<file path="src/rtl/core/ddo_pkg.sv">
// ----------------------------------------------------------------------------
// ddo_pkg: shared types and constants for the differential drive odometry
// Holds fixed-point constants, the CORDIC arctangent table and the
// front-to-back queue entry type.
// ----------------------------------------------------------------------------
package ddo_pkg;

   localparam int CordicSteps = 24;
   localparam int IterW       = 5;

   localparam logic signed [31:0] TwoPiQ28  = 32'sd1686629713;
   localparam logic signed [31:0] PiQ28     = 32'sd843314857;
   localparam logic signed [31:0] HalfPiQ28 = 32'sd421657428;
   localparam logic [31:0]        R2dQ24    = 32'd961263669;
   localparam logic signed [33:0] GainQ30   = 34'sd652032874;
   localparam logic signed [47:0] PosMax    = 48'sh7FFF_FFFF_FFFF;
   localparam logic signed [47:0] PosMin    = 48'sh8000_0000_0000;

   localparam logic [1:0] CSR_LEFT  = 2'd0;
   localparam logic [1:0] CSR_RIGHT = 2'd1;
   localparam logic [1:0] CSR_INVWB = 2'd2;

   // one queued transaction: wrapped heading and distance
   typedef struct packed {
      logic signed [31:0] heading;
      logic signed [56:0] distance;
   } work_type;

   localparam int QDepth = 2;

   function automatic logic [28:0] atan_q28(input logic [IterW-1:0] i);
      unique case (i)
         5'd0:  atan_q28 = 29'd210828714;
         5'd1:  atan_q28 = 29'd124459457;
         5'd2:  atan_q28 = 29'd65760959;
         5'd3:  atan_q28 = 29'd33381290;
         5'd4:  atan_q28 = 29'd16755422;
         5'd5:  atan_q28 = 29'd8385879;
         5'd6:  atan_q28 = 29'd4193963;
         5'd7:  atan_q28 = 29'd2097109;
         5'd8:  atan_q28 = 29'd1048571;
         5'd9:  atan_q28 = 29'd524287;
         5'd29: atan_q28 = 29'd0;
         default: atan_q28 = 29'd1 << (5'd28 - i);
      endcase
   endfunction

endpackage

</file>
<file path="src/rtl/core/ddo_queue.sv">
// ----------------------------------------------------------------------------
// ddo_queue: short queue between front and back
// Two entries of work, pushed by the front and popped by the back.
// ----------------------------------------------------------------------------
module ddo_queue (
   input  logic              clock,
   input  logic              reset,
   input  logic              push,
   input  ddo_pkg::work_type push_data,
   output logic              full,
   input  logic              pop,
   output logic              not_empty,
   output ddo_pkg::work_type pop_data
);

   ddo_pkg::work_type mem_ff [ddo_pkg::QDepth];
   logic wr_ff, rd_ff;
   logic [1:0] cnt_ff;

   assign full = (cnt_ff == 2'd2);
   assign not_empty = (cnt_ff != 2'd0);
   assign pop_data = mem_ff[rd_ff];

   always_ff @(posedge clock) begin
      if (push) mem_ff[wr_ff] <= push_data;
      if (reset) begin
         wr_ff <= 1'b0;
         rd_ff <= 1'b0;
         cnt_ff <= '0;
      end else begin
         if (push) wr_ff <= !wr_ff;
         if (pop) rd_ff <= !rd_ff;
         cnt_ff <= cnt_ff + 2'(push) - 2'(pop);
      end
   end

   assert property (@(posedge clock) disable iff (reset)
      !(push && full)) else $error("push into full queue");
   assert property (@(posedge clock) disable iff (reset)
      !(pop && !not_empty)) else $error("pop from empty queue");
   assert property (@(posedge clock) disable iff (reset)
      cnt_ff <= 2'd2) else $error("queue count overflow");

endmodule

</file>
<file path="config.mk">
export PLATFORM = sky130hd
export DESIGN_NAME = ddo_queue
export DESIGN_NICKNAME = d
export VERILOG_FILES = /design/src/rtl/core/ddo_pkg.sv /design/src/rtl/core/ddo_queue.sv
export SDC_FILE = /design/constraint.sdc
export NUM_CORES = 1
export LEC_CHECK = 0
export ABC_AREA = 1
export BUFFER_PORTS_ARGS = -buffer_cell sky130_fd_sc_hd__clkbuf_2
export CAP_MARGIN = 30
export CORE_MARGIN = 2
export CORE_UTILIZATION = 47
export DETAILED_ROUTE_END_ITERATION = 10
export PLACE_DENSITY = 0.88
export SLEW_MARGIN = 10
export SYNTH_ARGS = -nofsm -noshare
export SYNTH_HDL_FRONTEND = slang
export SYNTH_SLANG_ARGS = --single-unit
</file>
<file path="constraint.sdc">
create_clock -name clock -period 4.6 [get_ports clock]
set_input_delay 0.23 -clock clock [delete_from_list [all_inputs] [get_ports clock]]
set_output_delay 0.23 -clock clock [all_outputs]
set_load 0.02 [all_outputs]
</file>
==> impl_metrics.ini, run 1 <==
[routing]
via_count = 3753
wl_per_cell_um = 17.74
drtPass1Iterations = 4
wl_mm = 13.66
drc = 0
drtAntennaViolNets = 0
detailedRoute.firstIterationViolations = 228
avgViaCountPerCell = 4.874

[pwr]
p_int_mw = 3.015
power_mw = 3.891
p_leak_nw = 3.561
vdd_ir_drop_max_mv = 0.2707
swShare = 0.2251
switchingPower_uw = 875.8
seqPwrFrac = 0.506
combPwrFrac = 0.129
clockPowerShare = 0.365
power.density_mw_per_mm2 = 424.1

[run]
cap_violations = 0

[yosys]
synth_fp_nets = 403
synth_cells = 308
synth_edf_count = 178
synthMostInstantiatedCell = edfxtp_1
yosys.area.top_type = edfxtp_1
syn_area_mm2 = 0.006678
synth_ff_type = edfxtp_1
synth_top_area_share = 0.8004
synth_seq_area_share = 0.8154
synth_area_per_cell_um2 = 21.68
yosys_register_bits = 183
yosys-top-cells-area = edfxtp_1 80%, mux2_2 13%, mux2_4 2.2%
yosysWarnings = 0
async_reset_ff_frac = 0
synthTopCellsByCount = 178 x edfxtp_1, 79 x mux2_2, 10 x mux2_4
synthDistinctLibCells = 14

[worst_setup_path]
crit_required_ns = 4.37
cp_top_family = flip-flops
timing.critical_path.buf_inv = 2
cpPeakStageDelay_ns = 0.73
cp.depth = 3
rr_worst_depth = 3
cp_cell_sequence = buf_16 -> mux2_2 -> clkbuf_2
cp-end-kind = output port
crit_fanout = 46
cpMaxStageDelayCell = dfxtp_4
critPathKind = reg2out
cp.arrival_ns = 2.07
crit_path_start_kind = flop

[sta]
maxSlewViolCount = 0
clock.fmax_ghz = 0.4350
fin_crit_sh = 0.4997
period_needed_ns = 2.299
slew_headroom = 0.5845
hold_slack_ns = 0.01627
tns_ns = 0
finalHoldViolations = 0
worst_pin_slew_ns = 0.6233
fin_skew_ns = 0.007716
rsz0062_at_grt = no
final-setup-viol-count = 0

[grt]
grt_antenna_before_repair = 0
grt_pass1_wl_mm = 20.15
gr-total-overflow = 0
grt_max_degree = 65
track_usage = 0.1822
grt_pass1_vias = 4064

[placed_design]
gp_congestion = 0.7190
hpwl_mm = 8.349
post-place-cells = 665
numPortBuffers = 183

[floorplanning]
dieArea_mm2 = 0.01518
die_y_um = 123.2
placementRows = 43
die_x_um = 123.2
start_util = 0.4811
core_mm2 = 0.01388
ios = 184

[finish]
drive_gt1_frac = 0.5203
areaGrowthSynthToFinish_pct = 37.38
layout.cells.non_filler = 770
nets = 672
fin_util = 0.6609
diodes = 0

[clocking]
cts_buffer_depth = 2
h-tree-depth = 4
numCtsBuffers = 17
clock_sinks = 183
cts_tree = built
clkTransAtPathRegs_ns = 0.06
clockRootBuffer = clkbuf_16
insertion_delay_ns = 0.42

[worst_hold_path]
hp-class = in2reg
holdPathStages = 1

[run_status]
status = finished, final reports clean
stage by stage:
stage	cell area (um2)	setup WS, ns
global route	9174	2.193
finish	9174	2.301
detailed placement	7854	2.714
floorplan	6678	0.03637
CTS	9124	2.258
global placement	7771	2.603
logic make-up (layout without fill, tap and decap cells):
family | Yosys count | in the layout | synth area share
AOI/OAI and AO/OA | 1 | 1 | 0.0007488
buffers and inverters | 18 | 300 | 0.01480
adders and majority gates | 2 | 2 | 0.003747
muxes | 89 | 89 | 0.1557
and+or+nand+nor | 14 | 14 | 0.008244
xor gates and xnor gates | 1 | 1 | 0.001312
DFF | 183 | 183 | 0.8154
routing by layer:
layer / vias to the layer above / global-route usage / part of all wire
met4: 0 / 0.08310 / 0.016
li1: 1741 / - / -
met5: - / 0 / 0
met1: 1852 / 0.2001 / 0.38
met3: 20 / 0.04474 / 0.052
met2: 140 / 0.3310 / 0.55
registers in the layout, indices dropped and copies added, names as in the netlist, named ones only:
signal,flops
mem_ff,178
cnt_ff,2
rd_ff,1
wr_ff,1
final cells by class:
type,count,area [um2]
sequential,183,5449
fill,923,4707
timing repair buffer,260,1737
multi-input combinational,107,1141
clock buffer,25,495.5
tap,180,225.2
clock inverter,7,93.84
inverter,8,32.53
power groups by stage:
stage	registers (mW)	clock network, mW	logic [mW]
after floorplan	1.99	0	0.294
after global placement	2.01	0	0.405
after detailed placement	2.01	0	0.448
after CTS	1.97	1.45	0.496
after global routing	1.98	1.52	0.535
final	1.97	1.42	0.501
placed cells by master (no fill, tap or decap):
cell and n:
bufinv_16 2, clkinv_4 1, ha_1 2, dlygate4sd3_1 73, inv_1 7, nand3_1 1
buf_16 3, nand2_1 5, nor2_4 1, mux2_2 79, buf_4 1, clkbuf_2 183
clkbuf_8 4, xnor2_1 1, nor2_1 6, dfxtp_1 4, clkbuf_16 17, inv_4 1
dfxtp_4 1, clkinvlp_4 2, clkinv_2 2, mux2_4 10, edfxtp_1 178, nor3_1 1
clkbuf_1 4, a21oi_1 1
worst paths after layout:
kind	from	to	slack (ns)
worst min-delay path	push_data[73]	mem_ff[0][73]	0.02
worst max-delay path	flop	pop_data[4]	2.30
worst max register to register	wr_ff	mem_ff[0][50]	2.98
worst min register to register	rd_ff	flop	0.54
repair_timing:
| item | in CTS | in global routing |
|---|---|---|
| hold buffers | 68 | 5 |
| endpoints found under the hold margin | 136 | 9 |
| gates resized for setup | 0 | 0 |
| endpoints found under the setup margin | 0 | 0 |
| setup buffers | 0 | 0 |
Power figures use the tool's default switching activity.
==> run 2: changes to the inputs <==
--- a/config.mk
+++ b/config.mk
@@ -9,9 +9,9 @@
 export BUFFER_PORTS_ARGS = -buffer_cell sky130_fd_sc_hd__clkbuf_2
 export CAP_MARGIN = 30
 export CORE_MARGIN = 2
-export CORE_UTILIZATION = 47
+export CORE_UTILIZATION = 52
 export DETAILED_ROUTE_END_ITERATION = 10
-export PLACE_DENSITY = 0.88
+export PLACE_DENSITY = 0.91
 export SLEW_MARGIN = 10
 export SYNTH_ARGS = -nofsm -noshare
 export SYNTH_HDL_FRONTEND = slang
==> constraint.sdc (replaced) <==
create_clock -name clock -period 2.3 [get_ports clock]
set_input_delay 0.115 -clock clock [delete_from_list [all_inputs] [get_ports clock]]
set_output_delay 0.115 -clock clock [all_outputs]
set_load 0.02 [all_outputs]
==> impl_metrics.ini, run 2 (synthesis results as in run 1) <==
[run_status]
status = finished, final reports clean

[pwr]
p_leak_nw = 3.653
power.density_mw_per_mm2 = 852.9
combPwrFrac = 0.131
switchingPower_mw = 1.771
clockPowerShare = 0.382
p_int_mw = 6.253
vdd_ir_drop_max_mv = 0.6569
swShare = 0.2207
seqPwrFrac = 0.487
power_mw = 8.025

[placed_design]
place_ws_ns = 0.9769
post_dp_cell_area_mm2 = 0.007850
hpwl_mm = 7.849
gp_congestion = 0.7422
numPortBuffers = 183
post-place-cells = 659

[clocking]
h-tree-depth = 4
cts_buffer_depth = 2
cts_setup_buffers = 0
clockRootBuffer = clkbuf_16
cts_resized = 0
postCtsHoldBufs = 92
cts_tree = built
insertion_delay_ns = 0.42
clkTransAtPathRegs_ns = 0.06
numCtsBuffers = 17
clock_sinks = 183

[floorplanning]
placementRows = 41
die_y_um = 117.3
die_x_um = 117.3
dieArea_mm2 = 0.01376
start_util = 0.5313
ios = 184
core_mm2 = 0.01257

[grt]
grt_antenna_before_repair = 1
grt_pass1_wl_mm = 21.05
track_usage = 0.2022
gr-total-overflow = 0
grt_max_degree = 69
grt_pass1_vias = 4258

[run]
cap_violations = 0

[worst_hold_path]
holdCritStartpoint = push_data[33]
hp-class = in2reg

[finish]
final_area_mm2 = 0.009409
fin_util = 0.7486
seq_area_mm2 = 0.005449
multi_input_comb_area_mm2 = 0.001141
largest_register_ffs = 178
layout_commonest_cell = clkbuf_2
layout.cells.non_filler = 784
fill_cells = 697
drive_gt1_frac = 0.5057
nets = 693
areaGrowthSynthToFinish_pct = 40.90
layout_common_cells = 183 x clkbuf_2, 178 x edfxtp_1, 92 x dlygate4sd3_1
regMostFlops = mem_ff
reg_top3 = mem_ff x178, cnt_ff x2

[sta]
clock.fmax_ghz = 0.5634
tns_ns = 0
finalHoldViolations = 0
fin_crit_sh = 0.7717
rsz0062_at_grt = no
hold_slack_ns = 0.4263
period_needed_ns = 1.775
setup_slack_ns = 0.5250
worst_pin_slew_ns = 0.4145
final-setup-viol-count = 0
maxSlewViolCount = 0
slew_headroom = 0.7237
fin_skew_ns = 0.008046

[worst_setup_path]
cpMaxStageDelayCell = mux2_2
cp.arrival_ns = 1.66
r2r-start = wr_ff
cpPeakStageDelay_ns = 0.39
crit_fanout = 52
crit_path_start_kind = flop
crit_required_ns = 2.18
timing.critical_path.buf_inv = 2
critPathKind = reg2out
cp-end-kind = output port
cp_top_family = buffers and inverters
cp_cell_sequence = buf_12 -> mux2_2 -> clkbuf_2

[routing]
drc = 0
avgViaCountPerCell = 4.939
detailedRoute.firstIterationViolations = 229
wl_mm = 13.61
drtPass1Iterations = 4
drtAntennaViolNets = 0
wl_per_cell_um = 17.35
via_count = 3872
[run 2: cell count changes in the layout (fill, tap and decap cells not counted)]
cell / change
dlygate4sd3_1: +19
buf_12: +4
clkbuf_8: -4
buf_16: -3
bufinv_16: +3
clkbuf_1: -3
clkinv_1: +3
clkinvlp_4: +2
buf_4: +1
clkinv_2: -1
clkinv_4: +1
diode_2: +1
inv_4: -1
[run 2: power by group through the flow]
stage	clock network [mW]	logic [mW]	registers, mW
after floorplan	0	0.590	3.96
after global placement	0	0.894	3.96
after detailed placement	0	0.919	3.98
after CTS	3.11	1.05	3.91
after global routing	3.23	1.12	3.92
final	3.06	1.05	3.91
[run 2: metal layers]
layer	part of all wire	wire length [um]	global-route usage	vias to the layer above
met5	0	0	0	-
met4	0.030	406	0.1032	0
met3	0.053	727	0.05788	38
met2	0.55	7452	0.3673	165
met1	0.37	5019	0.2128	1881
li1	-	-	-	1788
[run 2: cell type report]
class,count,area share
clock inverters,14,0.02194
diodes,1,0.0002660
clock buffers,18,0.04561
well taps,172,0.02287
flip-flops and latches,183,0.5791
inverters,8,0.003590
multi-input cells,107,0.1213
repair buffers,281,0.2053
[run 2: worst paths after layout]
| check | to | depth (start not counted) | slack [ns] |
|---|---|---|---|
| worst max register to register | mem_ff[1][36] | 3 | 0.92 |
| worst max-delay path | pop_data[3] | 3 | 0.52 |
| worst min register to register | rd_ff | 2 | 0.52 |
| worst min-delay path | mem_ff[1][33] | 2 | 0.43 |
==> run 3: changes to the inputs <==
==> constraint.sdc (replaced) <==
create_clock -name clock -period 1.74 [get_ports clock]
set_input_delay 0.087 -clock clock [delete_from_list [all_inputs] [get_ports clock]]
set_output_delay 0.087 -clock clock [all_outputs]
set_load 0.02 [all_outputs]
==> impl_metrics.ini, run 3 (synthesis results as in run 1) <==
[pwr]
p_leak_nw = 3.628
vdd_ir_drop_max_mv = 0.7024
power.density_mw_per_mm2 = 1085
power_mw = 10.14

[sta]
final-setup-viol-count = 0
slew_headroom = 0.6685
maxSlewViolCount = 0
finalHoldViolations = 0
rsz0062_at_grt = yes
tns_ns = 0
period_needed_ns = 1.732
fin_crit_sh = 0.9956
clock.fmax_ghz = 0.5773
fin_skew_ns = 0.005845
worst_pin_slew_ns = 0.4973

[worst_setup_path]
cp-end-kind = output port
cpMaxStageDelayCell = dfxtp_4
cp_cell_sequence = buf_16 -> mux2_2 -> clkbuf_2
cp_top_family = buffers and inverters
cp.depth = 3
timing.critical_path.buf_inv = 2
crit_required_ns = 1.65
cp.arrival_ns = 1.65
critPathKind = reg2out
cpPeakStageDelay_ns = 0.38
rr_worst_depth = 2
crit_path_start_kind = flop
crit_fanout = 47

[finish]
layout_commonest_cell = edfxtp_1
nets = 693
regMostFlops = mem_ff
reg_top3 = mem_ff x178, cnt_ff x2
fin_util = 0.7443
largest_register_ffs = 178
layout_common_cells = 178 x edfxtp_1, 176 x clkbuf_2, 93 x dlygate4sd3_1
fill_cells = 706
drive_gt1_frac = 0.5123
final_area_mm2 = 0.009354
diodes = 0
areaGrowthSynthToFinish_pct = 40.08

[grt]
grt_max_degree = 90
track_usage = 0.2118
grt_pass1_wl_mm = 22.13
grt_pass1_vias = 4347
gr-total-overflow = 0
grt_antenna_before_repair = 0

[floorplanning]
dieArea_mm2 = 0.01376
placementRows = 41
start_util = 0.5313
die_x_um = 117.3
core_mm2 = 0.01257
die_y_um = 117.3
ios = 184

[clocking]
clockRootBuffer = clkbuf_16
clkTransAtPathRegs_ns = 0.07
cts_setup_buffers = 0
h-tree-depth = 4
numCtsBuffers = 17
insertion_delay_ns = 0.42
cts_tree = built
cts_buffer_depth = 2
clock_sinks = 183

[routing]
wl_mm = 14.10
drtAntennaViolNets = 0
wl_per_cell_um = 18.00
drtPass1Iterations = 6
via_count = 3902
detailedRoute.firstIterationViolations = 212
drc = 0
avgViaCountPerCell = 4.983

[placed_design]
post_dp_cell_area_mm2 = 0.007859
gp_congestion = 0.6929
numPortBuffers = 183
hpwl_mm = 7.820

[run_status]
status = finished, final reports clean

[worst_hold_path]
hp-class = in2reg
holdPathStages = 2

[run]
cap_violations = 0
-- run 3: cell types whose count changed in the layout (fill, tap and decap cells not counted), moves of 2 or more --
cell	before	now
inv_6	0	5
clkbuf_2	183	176
buf_4	2	0
bufinv_16	5	1
clkinv_1	3	1
clkinv_2	1	4
buf_2	0	7
clkinv_4	2	0
-- run 3: power by group --
| group | total [mW] | internal [mW] | switching (mW) |
|---|---|---|---|
| registers | 5.17 | 5.10 | 0.0658 |
| logic | 1.41 | 0.641 | 0.773 |
| clock network | 3.56 | 1.97 | 1.59 |
-- run 3: metrics by stage --
stage | setup slack (ns) | instances | hold slack, ns
6_report | 0.007652 | 783 | 0.3911
4_1_cts | -0.0003391 | 783 | 0.3664
2_1_floorplan | -0.3547 | 308 | 0.1582
3_3_place_gp | 0.4775 | 658 | 0.2752
3_5_place_dp | 0.4612 | 658 | 0.2801
5_1_grt | -0.04264 | 783 | 0.3809
-- run 3: layout make-up --
cell class                 instances  area [um2]  share of cell area
multi-input combinational        107        1147              0.1227
sequential                       183        5450              0.5827
inverter                           8       33.78            0.003612
tap                              172       215.2             0.02301
timing repair buffer             281        1954              0.2089
clock buffer                      17       425.4             0.04548
clock inverter                    15       127.6             0.01364
-- run 3: final timing paths --
path,from,to,slack (ns)
max reg2reg,wr_ff,mem_ff[0][71],0.47
min,push_data[42],mem_ff[1][42],0.39
min reg2reg,rd_ff,rd_ff,0.53
max,flop,pop_data[22],0.008
-- run 3: timing repair --
| item | CTS | global route |
|---|---|---|
| hold buffers | 93 | 0 |
| endpoints found under the setup margin | 5 | 52 |
| endpoints found under the hold margin | 183 | 0 |
| gates resized for setup | 2 | 7 |
-- run 3: routing by layer --
metal	up-vias	wire [um]	GRT usage
li1	1781	-	-
met1	1924	4993	0.2235
met2	158	7815	0.3830
met3	39	832	0.06372
met4	0	455	0.1054
met5	-	0	0
